<file path="src/sv/uart_text_command_interpreter_core_macros.svh">
// Assertion macros shared by the command interpreter RTL.
// Depends on nothing; users must have signals named clock and reset in scope.
`ifndef UART_TEXT_COMMAND_INTERPRETER_CORE_MACROS_SVH
`define UART_TEXT_COMMAND_INTERPRETER_CORE_MACROS_SVH

// Same-cycle implication, checked on every rising clock edge outside reset.
`define UTCI_ASSERT_IMP(lbl, ante, cons) \
   lbl: assert property (@(posedge clock) disable iff (reset) (ante) |-> (cons)) \
      else $error("utci: same-cycle check failed");

// Next-cycle implication.
`define UTCI_ASSERT_NXT(lbl, ante, cons) \
   lbl: assert property (@(posedge clock) disable iff (reset) (ante) |=> (cons)) \
      else $error("utci: next-cycle check failed");

`endif

</file>
<file path="src/sv/utci_pkg.sv">
// Package for the text command interpreter: types, character codes and message tables.
// Used by utci_bcd and uart_text_command_interpreter_core; depends on nothing.
package utci_pkg;

   localparam int LINE_CAPACITY_DEF = 30;
   localparam int MAX_RESP          = 64;
   localparam int CNT_W             = $clog2(MAX_RESP);
   localparam int NUM_W             = 32;
   localparam int DIGITS            = 10;
   localparam int PREFIX_LEN        = 8;

   localparam logic [7:0] CH_CR    = 8'h0D;
   localparam logic [7:0] CH_LF    = 8'h0A;
   localparam logic [7:0] CH_NUL   = 8'h00;
   localparam logic [7:0] CH_MINUS = 8'h2D;
   localparam logic [7:0] CH_ZERO  = 8'h30;
   localparam logic [7:0] CH_NINE  = 8'h39;

   localparam logic [63:0] KW_SET_POS = "SET_POS ";
   localparam logic [63:0] KW_SET_VEL = "SET_VEL ";
   localparam logic [63:0] KW_GET_POS = "GET_POS";
   localparam logic [63:0] KW_GET_VEL = "GET_VEL";
   localparam logic [63:0] KW_STATUS  = "STATUS";

   typedef enum logic [2:0] {
      C_OVF, C_SETPOS, C_VELOK, C_VELERR, C_GETPOS, C_GETVEL, C_STATUS, C_OTHER
   } cmd_type;

   typedef enum logic [3:0] {
      M_CMD, M_CRLF, M_OVF, M_OKPOS, M_OKVEL, M_EVEL,
      M_POS, M_VEL, M_TGT, M_SPOS, M_SVEL, M_ERR
   } msg_type;

   typedef enum logic [1:0] {K_STR, K_ECHO, K_NUM, K_END} step_kind_type;
   typedef enum logic [1:0] {N_GOAL, N_POS, N_VEL} num_src_type;

   typedef struct packed {
      step_kind_type kind;
      msg_type       msg;
      num_src_type   src;
   } step_type;

   typedef struct packed {
      logic setpos;
      logic setvel;
      logic getpos;
      logic getvel;
      logic status;
   } match_type;

   typedef struct packed {
      logic busy;
      logic done;
   } bcd_stat_type;

   // Character i of a right-justified string literal of length len.
   function automatic logic [7:0] str_char(logic [127:0] s, logic [4:0] len, logic [3:0] i);
      int sh;
      sh = 8 * (int'(len) - 1 - int'(i));
      return s[sh +: 8];
   endfunction

   function automatic logic [4:0] msg_len(msg_type m);
      logic [4:0] l;
      unique case (m)
         M_CMD:   l = 5'd4;
         M_CRLF:  l = 5'd2;
         M_OVF:   l = 5'd16;
         M_OKPOS: l = 5'd12;
         M_OKVEL: l = 5'd12;
         M_EVEL:  l = 5'd11;
         M_POS:   l = 5'd4;
         M_VEL:   l = 5'd4;
         M_TGT:   l = 5'd7;
         M_SPOS:  l = 5'd5;
         M_SVEL:  l = 5'd5;
         M_ERR:   l = 5'd7;
         default: l = 5'd1;
      endcase
      return l;
   endfunction

   function automatic logic [7:0] msg_char(msg_type m, logic [3:0] i);
      logic [127:0] s;
      unique case (m)
         M_CMD:   s = "CMD:";
         M_CRLF:  s = "\r\n";
         M_OVF:   s = "ERROR OVERFLOW\r\n";
         M_OKPOS: s = "OK SET_POS\r\n";
         M_OKVEL: s = "OK SET_VEL\r\n";
         M_EVEL:  s = "ERROR VEL\r\n";
         M_POS:   s = "POS:";
         M_VEL:   s = "VEL:";
         M_TGT:   s = "TARGET:";
         M_SPOS:  s = " POS:";
         M_SVEL:  s = " VEL:";
         M_ERR:   s = "ERROR\r\n";
         default: s = '0;
      endcase
      return str_char(s, msg_len(m), i);
   endfunction

   // True when character c at position p keeps a keyword of length len matching.
   function automatic logic kw_ok(logic [63:0] kw, logic [3:0] len, logic [2:0] p,
                                  logic [7:0] c);
      int sh;
      sh = 8 * (int'(len) - 1 - int'(p));
      if (int'(p) >= int'(len)) return 1'b1;
      return c == kw[sh +: 8];
   endfunction

   // Response program: which segment comes at position idx for a command.
   function automatic step_type script_step(cmd_type cmd, logic [3:0] idx);
      step_type s;
      s = '{kind: K_END, msg: M_CRLF, src: N_GOAL};
      if (cmd == C_OVF) begin
         if (idx == 4'd0) s = '{kind: K_STR, msg: M_OVF, src: N_GOAL};
      end else if (idx == 4'd0) begin
         s = '{kind: K_STR, msg: M_CMD, src: N_GOAL};
      end else if (idx == 4'd1) begin
         s = '{kind: K_ECHO, msg: M_CMD, src: N_GOAL};
      end else if (idx == 4'd2) begin
         s = '{kind: K_STR, msg: M_CRLF, src: N_GOAL};
      end else begin
         unique case (cmd)
            C_SETPOS: if (idx == 4'd3) s = '{kind: K_STR, msg: M_OKPOS, src: N_GOAL};
            C_VELOK:  if (idx == 4'd3) s = '{kind: K_STR, msg: M_OKVEL, src: N_GOAL};
            C_VELERR: if (idx == 4'd3) s = '{kind: K_STR, msg: M_EVEL, src: N_GOAL};
            C_OTHER:  if (idx == 4'd3) s = '{kind: K_STR, msg: M_ERR, src: N_GOAL};
            C_GETPOS, C_GETVEL: begin
               if (idx == 4'd3) begin
                  s = '{kind: K_STR, msg: (cmd == C_GETPOS) ? M_POS : M_VEL, src: N_GOAL};
               end else if (idx == 4'd4) begin
                  s = '{kind: K_NUM, msg: M_CRLF, src: (cmd == C_GETPOS) ? N_POS : N_VEL};
               end else if (idx == 4'd5) begin
                  s = '{kind: K_STR, msg: M_CRLF, src: N_GOAL};
               end
            end
            C_STATUS: begin
               priority case (idx)
                  4'd3:    s = '{kind: K_STR, msg: M_TGT, src: N_GOAL};
                  4'd4:    s = '{kind: K_NUM, msg: M_CRLF, src: N_GOAL};
                  4'd5:    s = '{kind: K_STR, msg: M_SPOS, src: N_GOAL};
                  4'd6:    s = '{kind: K_NUM, msg: M_CRLF, src: N_POS};
                  4'd7:    s = '{kind: K_STR, msg: M_SVEL, src: N_GOAL};
                  4'd8:    s = '{kind: K_NUM, msg: M_CRLF, src: N_VEL};
                  4'd9:    s = '{kind: K_STR, msg: M_CRLF, src: N_GOAL};
                  default: s = '{kind: K_END, msg: M_CRLF, src: N_GOAL};
               endcase
            end
            default: s = '{kind: K_END, msg: M_CRLF, src: N_GOAL};
         endcase
      end
      return s;
   endfunction

endpackage

</file>
<file path="src/sv/utci_bcd.sv">
// Iterative binary to BCD converter (shift and add-3), one bit per cycle.
// Depends on utci_pkg.
module utci_bcd
   import utci_pkg::*;
(
   input  logic                  clock,
   input  logic                  reset,
   input  logic                  start,
   input  logic [NUM_W-1:0]      value,
   output bcd_stat_type          stat,
   output logic [4*DIGITS-1:0]   digits
);

   localparam int STEP_W = $clog2(NUM_W);

   logic [NUM_W-1:0]    bin_ff, bin_in;
   logic [4*DIGITS-1:0] bcd_ff, bcd_in;
   logic [STEP_W-1:0]   step_ff, step_in;
   logic                busy_ff, busy_in;
   logic                done_ff, done_in;
   logic [4*DIGITS-1:0] adj;

   always_comb begin
      for (int d = 0; d < DIGITS; d++) begin
         adj[4*d +: 4] = (bcd_ff[4*d +: 4] >= 4'd5) ? bcd_ff[4*d +: 4] + 4'd3
                                                     : bcd_ff[4*d +: 4];
      end
      bin_in  = bin_ff;
      bcd_in  = bcd_ff;
      step_in = step_ff;
      busy_in = busy_ff;
      done_in = 1'b0;
      if (start) begin
         bin_in  = value;
         bcd_in  = '0;
         step_in = '0;
         busy_in = 1'b1;
      end else if (busy_ff) begin
         bcd_in  = {adj[4*DIGITS-2:0], bin_ff[NUM_W-1]};
         bin_in  = {bin_ff[NUM_W-2:0], 1'b0};
         step_in = step_ff + 1'b1;
         if (step_ff == STEP_W'(NUM_W - 1)) begin
            busy_in = 1'b0;
            done_in = 1'b1;
         end
      end
   end

   always_ff @(posedge clock) begin
      bin_ff  <= bin_in;
      bcd_ff  <= bcd_in;
      step_ff <= step_in;
      if (reset) begin
         busy_ff <= 1'b0;
         done_ff <= 1'b0;
      end else begin
         busy_ff <= busy_in;
         done_ff <= done_in;
      end
   end

   assign stat   = '{busy: busy_ff, done: done_ff};
   assign digits = bcd_ff;

endmodule

</file>
<file path="src/sv/uart_text_command_interpreter_core.sv">
// Serial text command interpreter. Every received byte is one input item; a byte that
// does not end a line is stored (or dropped after overflow) and gives no result. A CR
// or LF that ends a non-empty line starts the response, one character per result item
// with last on the final one; the block is busy until the response is out. Characters
// go out as rsp_ready takes them, with a dispatch step per segment; SET_POS and SET_VEL
// first parse their number one character at a time, and each printed number is made by
// the shared shift-and-add-3 converter, which works one bit a cycle, and then has its
// leading zeros skipped. No clearing pass runs after reset: stale line characters are
// never read.
`include "uart_text_command_interpreter_core_macros.svh"

module uart_text_command_interpreter_core
   import utci_pkg::*;
#(
   parameter int LINE_CAPACITY = LINE_CAPACITY_DEF
) (
   input  logic               clock,
   input  logic               reset,
   input  logic               req_valid,
   output logic               req_ready,
   input  logic [7:0]         req_rx_byte,
   input  logic signed [31:0] req_position_now,
   input  logic signed [31:0] req_velocity_now,
   output logic               rsp_valid,
   input  logic               rsp_ready,
   output logic [7:0]         rsp_tx_byte,
   output logic               rsp_last,
   output logic signed [31:0] rsp_target_pos,
   output logic [30:0]        rsp_target_vel
);

   localparam int IDX_W = $clog2(LINE_CAPACITY);

   typedef enum logic [2:0] {
      S_IDLE, S_PARSE, S_STEP, S_STR, S_ECHO, S_CONV, S_NSIGN, S_NDIG
   } state_type;

   // The line store holds raw characters; only positions below the length are read.
   logic [7:0] line_mem [LINE_CAPACITY];
   logic [7:0] rd_data_ff;
   logic       wr_en;

   state_type         state_ff, state_in;
   cmd_type           cmd_ff, cmd_in;
   logic [3:0]        step_ff, step_in;
   logic [3:0]        sidx_ff, sidx_in;
   logic [IDX_W-1:0]  midx_ff, midx_in;
   logic [3:0]        dp_ff, dp_in;
   logic              started_ff, started_in;
   logic              neg_ff, neg_in;
   logic [31:0]       acc_ff, acc_in;
   logic [CNT_W-1:0]  cnt_ff, cnt_in;
   logic [IDX_W-1:0]  len_ff, len_in;
   logic [IDX_W-1:0]  tlen_ff, tlen_in;
   logic [IDX_W-1:0]  n_ff, n_in;
   logic              zero_ff, zero_in;
   logic              ovf_ff, ovf_in;
   match_type         match_ff, match_in;
   logic [31:0]       goal_pos_ff, goal_pos_in;
   logic [30:0]       goal_vel_ff, goal_vel_in;
   logic [31:0]       pos_ff, pos_in;
   logic [31:0]       vel_ff, vel_in;
   logic              rsp_valid_ff, rsp_valid_in;
   logic [7:0]        tx_ff, tx_in;
   logic              last_ff, last_in;
   logic [31:0]       tpos_ff, tpos_in;
   logic [30:0]       tvel_ff, tvel_in;

   logic              emit, emit_last, slot_free, cnt_full, is_digit;
   logic [7:0]        emit_char;
   step_type          step_cur, step_nxt;
   logic [31:0]       num_val, parsed;
   logic [3:0]        digit;
   logic              bcd_start;
   logic [31:0]       bcd_value;
   bcd_stat_type      bcd_stat;
   logic [4*DIGITS-1:0] bcd_digits;

   utci_bcd u_bcd (
      .clock  (clock),
      .reset  (reset),
      .start  (bcd_start),
      .value  (bcd_value),
      .stat   (bcd_stat),
      .digits (bcd_digits)
   );

   assign slot_free = !rsp_valid_ff || rsp_ready;
   assign cnt_full  = cnt_ff == {CNT_W{1'b1}};
   assign step_cur  = script_step(cmd_ff, step_ff);
   assign step_nxt  = script_step(cmd_ff, step_ff + 4'd1);
   assign is_digit  = rd_data_ff >= CH_ZERO && rd_data_ff <= CH_NINE;
   assign parsed    = neg_ff ? 32'd0 - acc_ff : acc_ff;
   assign digit     = bcd_digits[4*dp_ff +: 4];

   always_comb begin
      unique case (step_cur.src)
         N_GOAL:  num_val = goal_pos_ff;
         N_POS:   num_val = pos_ff;
         N_VEL:   num_val = vel_ff;
         default: num_val = vel_ff;
      endcase
   end
   assign bcd_value = num_val[31] ? 32'd0 - num_val : num_val;

   always_comb begin
      state_in    = state_ff;
      cmd_in      = cmd_ff;
      step_in     = step_ff;
      sidx_in     = sidx_ff;
      midx_in     = midx_ff;
      dp_in       = dp_ff;
      started_in  = started_ff;
      neg_in      = neg_ff;
      acc_in      = acc_ff;
      cnt_in      = cnt_ff;
      len_in      = len_ff;
      tlen_in     = tlen_ff;
      n_in        = n_ff;
      zero_in     = zero_ff;
      ovf_in      = ovf_ff;
      match_in    = match_ff;
      goal_pos_in = goal_pos_ff;
      goal_vel_in = goal_vel_ff;
      pos_in      = pos_ff;
      vel_in      = vel_ff;
      wr_en       = 1'b0;
      bcd_start   = 1'b0;
      emit        = 1'b0;
      emit_last   = 1'b0;
      emit_char   = CH_NUL;

      unique case (state_ff)
         S_IDLE: begin
            if (req_valid) begin
               if (req_rx_byte == CH_CR || req_rx_byte == CH_LF) begin
                  if (len_ff != '0) begin
                     pos_in   = req_position_now;
                     vel_in   = req_velocity_now;
                     len_in   = '0;
                     tlen_in  = '0;
                     zero_in  = 1'b0;
                     match_in = '1;
                     n_in     = tlen_ff;
                     cnt_in   = '0;
                     step_in  = '0;
                     neg_in   = 1'b0;
                     acc_in   = '0;
                     midx_in  = IDX_W'(PREFIX_LEN);
                     state_in = S_STEP;
                     // Keyword flags were built up as the characters arrived.
                     if (ovf_ff) begin
                        ovf_in = 1'b0;
                        cmd_in = C_OVF;
                     end else if (match_ff.setpos && tlen_ff >= IDX_W'(PREFIX_LEN)) begin
                        cmd_in   = C_SETPOS;
                        state_in = S_PARSE;
                     end else if (match_ff.setvel && tlen_ff >= IDX_W'(PREFIX_LEN)) begin
                        cmd_in   = C_VELOK;
                        state_in = S_PARSE;
                     end else if (match_ff.getpos && tlen_ff == IDX_W'(7)) begin
                        cmd_in = C_GETPOS;
                     end else if (match_ff.getvel && tlen_ff == IDX_W'(7)) begin
                        cmd_in = C_GETVEL;
                     end else if (match_ff.status && tlen_ff == IDX_W'(6)) begin
                        cmd_in = C_STATUS;
                     end else begin
                        cmd_in = C_OTHER;
                     end
                  end
               end else if (!ovf_ff) begin
                  if (len_ff < IDX_W'(LINE_CAPACITY - 1)) begin
                     wr_en  = 1'b1;
                     len_in = len_ff + 1'b1;
                     if (!zero_ff) begin
                        if (req_rx_byte == CH_NUL) zero_in = 1'b1;
                        else tlen_in = tlen_ff + 1'b1;
                     end
                     if (len_ff < IDX_W'(PREFIX_LEN)) begin
                        match_in.setpos = match_ff.setpos &
                           kw_ok(KW_SET_POS, 4'd8, len_ff[2:0], req_rx_byte);
                        match_in.setvel = match_ff.setvel &
                           kw_ok(KW_SET_VEL, 4'd8, len_ff[2:0], req_rx_byte);
                        match_in.getpos = match_ff.getpos &
                           kw_ok(KW_GET_POS, 4'd7, len_ff[2:0], req_rx_byte);
                        match_in.getvel = match_ff.getvel &
                           kw_ok(KW_GET_VEL, 4'd7, len_ff[2:0], req_rx_byte);
                        match_in.status = match_ff.status &
                           kw_ok(KW_STATUS, 4'd6, len_ff[2:0], req_rx_byte);
                     end
                  end else begin
                     ovf_in = 1'b1;
                  end
               end
            end
         end

         S_PARSE: begin
            // One character per cycle; the store read runs one index ahead.
            if (midx_ff < n_ff && midx_ff == IDX_W'(PREFIX_LEN) && rd_data_ff == CH_MINUS) begin
               neg_in  = 1'b1;
               midx_in = midx_ff + 1'b1;
            end else if (midx_ff < n_ff && is_digit) begin
               acc_in  = (acc_ff << 3) + (acc_ff << 1) + {24'd0, rd_data_ff - CH_ZERO};
               midx_in = midx_ff + 1'b1;
            end else begin
               if (cmd_ff == C_SETPOS) begin
                  goal_pos_in = parsed;
               end else if (parsed[31]) begin
                  cmd_in = C_VELERR;
               end else begin
                  goal_vel_in = parsed[30:0];
               end
               step_in  = '0;
               state_in = S_STEP;
            end
         end

         S_STEP: begin
            unique case (step_cur.kind)
               K_STR: begin
                  sidx_in  = '0;
                  state_in = S_STR;
               end
               K_ECHO: begin
                  midx_in = '0;
                  if (n_ff == '0) step_in = step_ff + 4'd1;
                  else state_in = S_ECHO;
               end
               K_NUM: begin
                  bcd_start  = 1'b1;
                  neg_in     = num_val[31];
                  dp_in      = 4'(DIGITS - 1);
                  started_in = 1'b0;
                  state_in   = S_CONV;
               end
               K_END: state_in = S_IDLE;
               default: state_in = S_IDLE;
            endcase
         end

         S_STR: begin
            if (slot_free) begin
               emit      = 1'b1;
               emit_char = msg_char(step_cur.msg, sidx_ff);
               emit_last = ({1'b0, sidx_ff} == msg_len(step_cur.msg) - 5'd1 &&
                            step_nxt.kind == K_END) || cnt_full;
               sidx_in   = sidx_ff + 4'd1;
               if ({1'b0, sidx_ff} == msg_len(step_cur.msg) - 5'd1) begin
                  step_in  = step_ff + 4'd1;
                  state_in = S_STEP;
               end
               if (emit_last) state_in = S_IDLE;
            end
         end

         S_ECHO: begin
            if (slot_free) begin
               emit      = 1'b1;
               emit_char = rd_data_ff;
               emit_last = cnt_full;
               midx_in   = midx_ff + 1'b1;
               if (midx_ff == n_ff - 1'b1) begin
                  step_in  = step_ff + 4'd1;
                  state_in = S_STEP;
               end
               if (cnt_full) state_in = S_IDLE;
            end
         end

         S_CONV: begin
            if (bcd_stat.done) state_in = neg_ff ? S_NSIGN : S_NDIG;
         end

         S_NSIGN: begin
            if (slot_free) begin
               emit      = 1'b1;
               emit_char = CH_MINUS;
               emit_last = cnt_full;
               state_in  = cnt_full ? S_IDLE : S_NDIG;
            end
         end

         S_NDIG: begin
            // Leading zeros are skipped; a zero value still prints its last digit.
            if (!started_ff && digit == 4'd0 && dp_ff != 4'd0) begin
               dp_in = dp_ff - 4'd1;
            end else if (slot_free) begin
               emit       = 1'b1;
               emit_char  = CH_ZERO + {4'd0, digit};
               emit_last  = cnt_full;
               started_in = 1'b1;
               if (dp_ff == 4'd0) begin
                  step_in  = step_ff + 4'd1;
                  state_in = S_STEP;
               end else begin
                  dp_in = dp_ff - 4'd1;
               end
               if (cnt_full) state_in = S_IDLE;
            end
         end

         default: state_in = S_IDLE;
      endcase

      rsp_valid_in = rsp_valid_ff;
      tx_in        = tx_ff;
      last_in      = last_ff;
      tpos_in      = tpos_ff;
      tvel_in      = tvel_ff;
      if (emit) begin
         rsp_valid_in = 1'b1;
         tx_in        = emit_char;
         last_in      = emit_last;
         tpos_in      = goal_pos_ff;
         tvel_in      = goal_vel_ff;
         cnt_in       = cnt_ff + 1'b1;
      end else if (rsp_ready) begin
         rsp_valid_in = 1'b0;
      end
   end

   always_ff @(posedge clock) begin
      if (wr_en) line_mem[len_ff] <= req_rx_byte;
      rd_data_ff <= line_mem[midx_in];
   end

   always_ff @(posedge clock) begin
      cmd_ff     <= cmd_in;
      step_ff    <= step_in;
      sidx_ff    <= sidx_in;
      midx_ff    <= midx_in;
      dp_ff      <= dp_in;
      started_ff <= started_in;
      neg_ff     <= neg_in;
      acc_ff     <= acc_in;
      cnt_ff     <= cnt_in;
      n_ff       <= n_in;
      pos_ff     <= pos_in;
      vel_ff     <= vel_in;
      tx_ff      <= tx_in;
      last_ff    <= last_in;
      tpos_ff    <= tpos_in;
      tvel_ff    <= tvel_in;
      if (reset) begin
         state_ff     <= S_IDLE;
         len_ff       <= '0;
         tlen_ff      <= '0;
         zero_ff      <= 1'b0;
         ovf_ff       <= 1'b0;
         match_ff     <= '1;
         goal_pos_ff  <= '0;
         goal_vel_ff  <= 31'd1;
         rsp_valid_ff <= 1'b0;
      end else begin
         state_ff     <= state_in;
         len_ff       <= len_in;
         tlen_ff      <= tlen_in;
         zero_ff      <= zero_in;
         ovf_ff       <= ovf_in;
         match_ff     <= match_in;
         goal_pos_ff  <= goal_pos_in;
         goal_vel_ff  <= goal_vel_in;
         rsp_valid_ff <= rsp_valid_in;
      end
   end

   assign req_ready      = state_ff == S_IDLE;
   assign rsp_valid      = rsp_valid_ff;
   assign rsp_tx_byte    = tx_ff;
   assign rsp_last       = last_ff;
   assign rsp_target_pos = tpos_ff;
   assign rsp_target_vel = tvel_ff;

   // Overflow can only be raised once the store is full, and stays with a full store.
   `UTCI_ASSERT_IMP(a_ovf_full, ovf_ff, len_ff == IDX_W'(LINE_CAPACITY - 1))
   // The text length stops at the first zero byte and never passes the line length.
   `UTCI_ASSERT_IMP(a_text_len, 1'b1, tlen_ff <= len_ff)
   // The converter only finishes while the sequencer waits for it.
   `UTCI_ASSERT_IMP(a_conv_done, bcd_stat.done, state_ff == S_CONV)

endmodule
</file>
<file path="config.mk">
export PLATFORM = sky130hd
export DESIGN_NAME = uart_text_command_interpreter_core
export DESIGN_NICKNAME = d
export VERILOG_FILES = /design/src/sv/utci_pkg.sv /design/src/sv/utci_bcd.sv /design/src/sv/uart_text_command_interpreter_core.sv
export VERILOG_INCLUDE_DIRS = /design/src /design/src/sv
export SDC_FILE = /design/constraint.sdc
export NUM_CORES = 1
export LEC_CHECK = 0
export BUFFER_PORTS_ARGS = -buffer_cell sky130_fd_sc_hd__buf_4
export CORE_UTILIZATION = 50
export CTS_CLUSTER_DIAMETER = 200
export DETAILED_ROUTE_END_ITERATION = 10
export PLACE_DENSITY = 0.67
export SYNTH_ARGS = -nofsm -noshare
export SYNTH_HDL_FRONTEND = slang
export SYNTH_HIERARCHICAL = 1
export SYNTH_SLANG_ARGS = --single-unit
</file>
<file path="constraint.sdc">
create_clock -name clock -period 8.93 [get_ports clock]
set_clock_uncertainty 0.1 [all_clocks]
set_input_delay 1.3395 -clock clock [delete_from_list [all_inputs] [get_ports clock]]
set_output_delay 1.3395 -clock clock [all_outputs]
set_load 0.01 [all_outputs]
</file>
==> summary.md, run 1 <==
| Metric | Value |
|---|---|
| Status | completed |
| Psw | about 4.0 mW |
| Syn nets | ~3200 |
| CP Capture Type | flop |
| Internal | 6.63 mW |
| Drt first-iter violations | approximately 2300 |
| Flop pwr share | a little over a third |
| Fmax | between 0.15 and 0.2 GHz |
| Skew-Pair Late Insertion Delay | between 0.6 and 0.7 ns |
| Antenna fix cells | 0 |
| I/O Pins | 150 |
| CTS tree | built |
| Arrival time worst endpoint | approximately 6.7 ns |
| Vias in the first global route | approximately 23000 |
| Worst hold slack | ~0.31 ns |
| Setup bufs post-CTS | 0 |
| Minimum clock period | between 6 and 7 ns |
| # port buffers | 149 |
| CP Launch Type | flop |
| R2R setup slack | around 2.5 ns |
| Pins over their slew limit | 0 |
| Critical Setup Path Class | flop to flop |
| Core area | about 63000 sq um |
| RR Startpoint | step_ff[0] |
| CTS Buf Count | between 60 and 70 |
| Tcrit/Tclk final | between 70 and 80% |
| CP Max Fanout | 12 |
| Die X | roughly 250 um |
| Slowest CP cell | o31ai_1 |
| Worst R2R Path Depth | 22 |
| Worst slew margin | between 20% and 30% |
| Max clock buf depth | 3 |
| Synth Instances | about 3000 |
| Mapped cell area | 31800 sq um |
| Layout cell share with drive strength beyond 1 | about 13% |
| Total number of yosys warnings | 6 |
| HPWL Detailed | roughly 55000 um |
| Crit path from | step_ff[0] |
| Layout area overhead | 12.6% |
| Residual DRC count | 0 |
| Final worst setup slack | roughly 2.5 ns |
| Setup WS pre-CTS | between 2 and 3 ns |
| Post-Route Setup TNS | 0 ns |
| Vias | ~24000 |
| Final setup vio count | 0 |
| Max VDD drop | between 0.0002 and 0.0003 V |
| Grt ovf | 0 |
| Placer Congestion | slightly above 0.9 |
| Root buf cell | clkbuf_16 |
| Comb power frac | between 30% and 40% |
| Reg2reg end | rsp_tx_byte[2] |
| CP Capture Point | rsp_tx_byte[2] |
| Req. time, crit path | 9.20 ns |
| Actual slew at the worst max-slew pin | around 1.1 ns |
| CTS Hold Bufs | 0 |
| Initial Util | roughly 50% |
| Die area | around 65000 sq um |
| Gr usage total | roughly a quarter |
| # resized after CTS | 0 |
| Critical Path, Cell by Cell | inv_1 > ha_1 > or3_1 > a21oi_1 > a32o_1 > inv_1 > ha_1 > nand2_1 > nand2_1 > inv_1 > ha_1 > inv_1 > ha_1 > nor2b_1 > o21ai_0 > a21boi_1 > o31ai_1 > nor2_1 > nand2_1 > a21o_1 > a41oi_1 > a32o_1 |
| P per Cell Area | slightly below 300 nW/um^2 |
| Synth Area per Inst | roughly 11 sq um |
| Clock-pin slew on the worst setup and hold paths | roughly 0.060 ns |
| Routed vias/inst | 6.01 |
| RSZ-0062 raised after global routing | false |
| Initial antenna violation count | 0 |
| Largest net degree at the start of global routing | 90 |
| Rows | just over 90 |
| Max-Cap Viols | 0 |
| Hold crit path type | flop to flop |
| Largest stage delay, worst path | slightly below 0.8 ns |
| Clock sinks | a little over 600 |
| Switching Share | 37.9% |
| DR pass1 iterations | 6 |
| Die height | 254 um |
| Fillcell total | 5301 |
| Clock power frac | between 20% and 30% |
| Global-route wire length before repair | between 100000 and 150000 um |
| LEAKAGE | roughly 13 nW |
| H-Tree Depth | 3 |
| Final wirelength | roughly 82000 um |
| Fin. Hold Viols | 0 |
| Post-DRT Antenna Nets | 0 |
| Nets | 3266 |
| DR WL/cell | roughly 21 um |
| Utilization after layout | between 50% and 60% |
| Design Power | between 10 and 15 mW |
==> power by group through the flow <==
stage	clock, mW	combinational (mW)	sequential, mW
CTS	2.88	4.04	3.74
floorplan	0	3.11	3.66
finish	2.84	4.08	3.75
global route	2.99	4.52	3.79
global placement	0	3.89	3.79
detailed placement	0	4.01	3.80
==> per-layer routing <==
layer / vias up / wire length, um / track usage, % / part of all wire (%)
li1: 11200 / - / - / -
met5: - / 0 / 0 / 0
met4: 0 / 2310 / 8.52 / 2.8
met3: 134 / 4260 / 3.35 / 5.2
met2: 748 / 39600 / 41.3 / 49
met1: 11600 / 35400 / 33.6 / 43
==> critical path, delay by kind of cell (launching register included) <==
kind	cells	cell delay (ns)
and+or+nand+nor	6	1.21
AOI/OAI and AO/OA	8	2.73
buffers and inverters	4	0.51
DFF	1	0.45
adders and majority gates	4	1.18
==> worst min path at each step <==
stage | startpoint | cells past startpoint | slack (ns) | to
detailed placement | goal_vel_ff[6] | 0 | 0.31 | rsp_target_vel[6]
CTS | goal_vel_ff[12] | 0 | 0.31 | rsp_target_vel[12]
global placement | goal_vel_ff[28] | 0 | 0.31 | rsp_target_vel[28]
finish | goal_vel_ff[12] | 0 | 0.31 | rsp_target_vel[12]
global route | goal_vel_ff[12] | 0 | 0.33 | rsp_target_vel[12]
floorplan | goal_vel_ff[10] | 0 | 0.31 | rsp_target_vel[10]
==> flip-flops by register name, summed over array words and instances, names as in the netlist, 31 cells and up <==
register	cells
u_bcd/bin_ff	32
line_mem	240
u_bcd/digits	40
rsp_target_vel	31
rsp_target_pos	32
goal_pos_ff	32
pos_ff	32
acc_ff	32
goal_vel_ff	31
vel_ff	32
==> per-stage QoR <==
stage / area (sq um) / std cells
2_1_floorplan: 31800 / 2970
3_3_place_gp: 33500 / 3831
3_5_place_dp: 33500 / 3831
4_1_cts: 35800 / 3954
5_1_grt: 35800 / 3954
6_report: 35800 / 3954
==> layout make-up <==
class	count	area (sq um)	area share, %
inverters	143	537	1.50
repair buffers	179	1340	3.75
flip-flops and latches	612	16900	47.3
clock buffers	91	1850	5.17
well taps	846	1060	2.96
clock inverters	32	420	1.17
multi-input cells	2051	13700	38.1
==> cell usage in the layout (no fill, tap or decap), types with 11 or more instances in the layout <==
master	n
a211oi_1	85
a211oi_2	28
a21o_1	20
a21oi_1	156
a311o_1	15
a311oi_1	20
a31oi_1	44
a32o_1	13
and2_1	19
and3_1	21
buf_4	179
clkbuf_1	18
clkbuf_16	69
clkinv_1	11
dfxtp_1	143
edfxtp_1	468
ha_1	129
inv_1	136
mux2_2	38
mux2i_1	27
nand2_1	308
nand2b_1	20
nand3_1	65
nand4_1	33
nor2_1	293
nor2b_1	14
nor3_1	59
nor4_1	11
o211ai_1	13
o21ai_0	127
o21ai_1	23
o22ai_1	30
o31ai_1	19
o32ai_1	17
or2_2	13
or3_1	22
xnor2_1	68
xor2_1	68
Power figures use the tool's default switching activity.
==> inputs of run 2 (changes only) <==
--- a/config.mk
+++ b/config.mk
@@ -6,11 +6,12 @@
 export SDC_FILE = /design/constraint.sdc
 export NUM_CORES = 1
 export LEC_CHECK = 0
+export ABC_AREA = 1
 export BUFFER_PORTS_ARGS = -buffer_cell sky130_fd_sc_hd__buf_4
 export CORE_UTILIZATION = 50
 export CTS_CLUSTER_DIAMETER = 200
 export DETAILED_ROUTE_END_ITERATION = 10
-export PLACE_DENSITY = 0.67
+export PLACE_DENSITY = 0.7
 export SYNTH_ARGS = -nofsm -noshare
 export SYNTH_HDL_FRONTEND = slang
 export SYNTH_HIERARCHICAL = 1
==> constraint.sdc (replaced) <==
create_clock -name clock -period 5.7 [get_ports clock]
set_clock_uncertainty 0.1 [all_clocks]
set_input_delay 0.855 -clock clock [delete_from_list [all_inputs] [get_ports clock]]
set_output_delay 0.855 -clock clock [all_outputs]
set_load 0.01 [all_outputs]
==> summary.md, run 2 <==
| Metric | Value |
|---|---|
| Fin. Hold Viols | 0 (unchanged) |
| Instance count on the critical path | 34 (+55%) |
| CP dominant cell by count | nand2_1 |
| Finished Layout Cells | 4899 (+24%) |
| Crit path max-delay family | simple AND/OR/NAND/NOR gates |
| Most common cell after layout, fill and taps aside | nand2_1 |
| Worst hold stages | 1 (+1) |
| Final worst setup slack | 0.374 ns (-2.11 ns) |
| CTS tree | built |
| Max VDD drop | 0.000430 V (+44%) |
| Hold crit path type | input pin to flop |
| Hold Crit Start | req_position_now[23] |
| R2R setup slack | 0.37 ns (-2.11 ns) |
| Status | completed |
| Residual DRC count | 0 (unchanged) |
| HPWL Detailed | 61900 um (+12%) |
| Synth Area per Inst | 8.65 sq um (-19%) |
| Total number of yosys warnings | 6 (unchanged) |
| Routed vias/inst | 5.48 (-8.8%) |
| Synth Instances | 3853 (+30%) |
| CP Capture Type | flop |
| Actual slew at the worst max-slew pin | 1.07 ns (-0.0680 ns) |
| Core area | 65900 sq um (+4.6%) |
| Vias in the first global route | 24600 (+6.9%) |
| Tcrit/Tclk final | 93.4% (+21 points) |
| Post-Route Setup TNS | 0 ns (unchanged) |
| Nets | 4192 (+28%) |
| Die height | 260 um (+2.4%) |
| H-Tree Depth | 3 (unchanged) |
| Final wirelength | 89100 um (+9.2%) |
| DR WL/cell | 18.2 um (-12%) |
| Mapped cell area | 33300 sq um (+4.8%) |
| Initial Util | 50.6% (+0.11 points) |
| Skew-Pair Late Insertion Delay | 0.62 ns (about the same) |
| Utilization after layout | 56.8% (-0.066 points) |
| Sink of the worst hold path | pos_ff[23] |
| CP Launch Type | flop |
| Clock-pin slew on the worst setup and hold paths | 0.06 ns (about the same) |
| Max clock buf depth | 3 (unchanged) |
| Req. time, crit path | 5.95 ns (-3.25 ns) |
| Fmax | 0.188 GHz (+21%) |
| CP Max Fanout | 19 (+7) |
| Largest net degree at the start of global routing | 97 (+7.8%) |
| Post-DRT Antenna Nets | 0 (unchanged) |
| Layout area overhead | 12.3% |
| Setup WS pre-CTS | 0.302 ns (-2.36 ns) |
| Layout cell share with drive strength beyond 1 | 10.1% (-3.3 points) |
| Largest stage delay, worst path | 0.48 ns (-0.29 ns) |
| Placed cell areas | 35200 sq um (+5.1%) |
| Biggest register | line_mem |
| Slowest CP cell | edfxtp_1 |
| RR Startpoint | step_ff[0] |
| Die X | 260 um (+2.4%) |
| Syn nets | 4065 (+28%) |
| Number of flip-flops in the largest register | 240 (unchanged) |
| Minimum clock period | 5.33 ns (-1.12 ns) |
| Worst slew margin | 28.6% (+5.1 points) |
| Design Power | 22.2 mW (+110%) |
| Clock sinks | 612 (unchanged) |
| Grt ovf | 0 (unchanged) |
| CP Buf/Inv Count | 7 (+3) |
| DR pass1 iterations | 5 (-1) |
| Critical Setup Path Class | flop to flop |
| Fin area | 37400 sq um (+4.5%) |
| Arrival time worst endpoint | 5.57 ns (-1.15 ns) |
| Worst R2R Path Depth | 34 (+55%) |
| Vias | 26900 (+13%) |
| Rows | 94 (+2.2%) |
| Root buf cell | clkbuf_16 |
| Reg2reg end | rsp_tx_byte[5] |
| LEAKAGE | 16.3 nW (+26%) |
| Initial antenna violation count | 2 (+2) |
| Most frequent cells in the layout | 856 x nand2_1, 487 x inv_1, 468 x edfxtp_1 |
| Die area | 67700 sq um (+4.8%) |
| Max-Cap Viols | 0 (unchanged) |
| Final setup vio count | 0 (unchanged) |
| Gr usage total | 25.8% (+0.90 points) |
| P per Cell Area | 594 nW/um^2 (+99%) |
| Pins over their slew limit | 0 (unchanged) |
| # port buffers | 149 (unchanged) |
| Global-route wire length before repair | 137000 um (+7.9%) |
| Worst hold slack | 0.310 ns (-0.00455 ns) |
| Placed Cells | 4774 (+25%) |
| Placer Congestion | 0.925 (+1.9%) |
| I/O Pins | 150 (unchanged) |
| Drt first-iter violations | 2455 (+8.3%) |
| CTS Buf Count | 67 (unchanged) |
[run 2: what timing repair did]
| action | 4_1_cts | 5_1_grt |
|---|---|---|
| endpoints found under the hold margin | 0 | 0 |
| setup endpoints to repair | 0 | 7 |
| buffers inserted | 0 | 1 |
| hold buffers | 0 | 0 |
| resized for setup | 0 | 2 |
[run 2: power breakdown]
part | switching, mW | internal [mW]
logic | 7.98 | 3.77
clock network | 1.82 | 2.43
registers | 0.573 | 5.66
total | 10.4 | 11.9
[run 2: worst max path at each step]
stage	from	end	slack, ns
6_report	step_ff[0]	rsp_tx_byte[5]	0.37
5_1_grt	step_ff[0]	rsp_tx_byte[0]	-0.005
4_1_cts	step_ff[0]	rsp_tx_byte[5]	0.30
3_5_place_dp	step_ff[0]	rsp_tx_byte[6]	0.30
3_3_place_gp	step_ff[0]	rsp_tx_byte[6]	0.40
2_1_floorplan	req_rx_byte[1]	rd_data_ff[3]	0.26
[run 2: layer usage]
layer  vias to the layer above  share of wire, %  routed length [um]  global-route usage [%]
li1                      13200                 -                   -                       -
met1                     12600                44               39600                    36.7
met2                       932                46               41000                    40.7
met3                       143               6.8                6050                    3.36
met4                         2               2.7                2410                    8.53
met5                         -            0.0079                   7                       0
[run 2: layout make-up]
| cell class | instances | area, sq um |
|---|---|---|
| Fill cell | 5828 | 28500 |
| Sequential cell | 612 | 16900 |
| Multi-Input combinational cell | 2590 | 13800 |
| Inverter | 521 | 1960 |
| Clock buffer | 91 | 1840 |
| Timing Repair Buffer | 188 | 1420 |
| Tap cell | 864 | 1080 |
| Clock inverter | 32 | 319 |
| Antenna cell | 1 | 2.50 |
[run 2: worst register-to-register path: cells and delay by family (launching register included)]
family	cells	cell delay [ns]
simple gates	20	1.86
fa+ha+maj	4	1.22
compound gates	3	0.49
flops	1	0.48
buf+inv	7	0.90
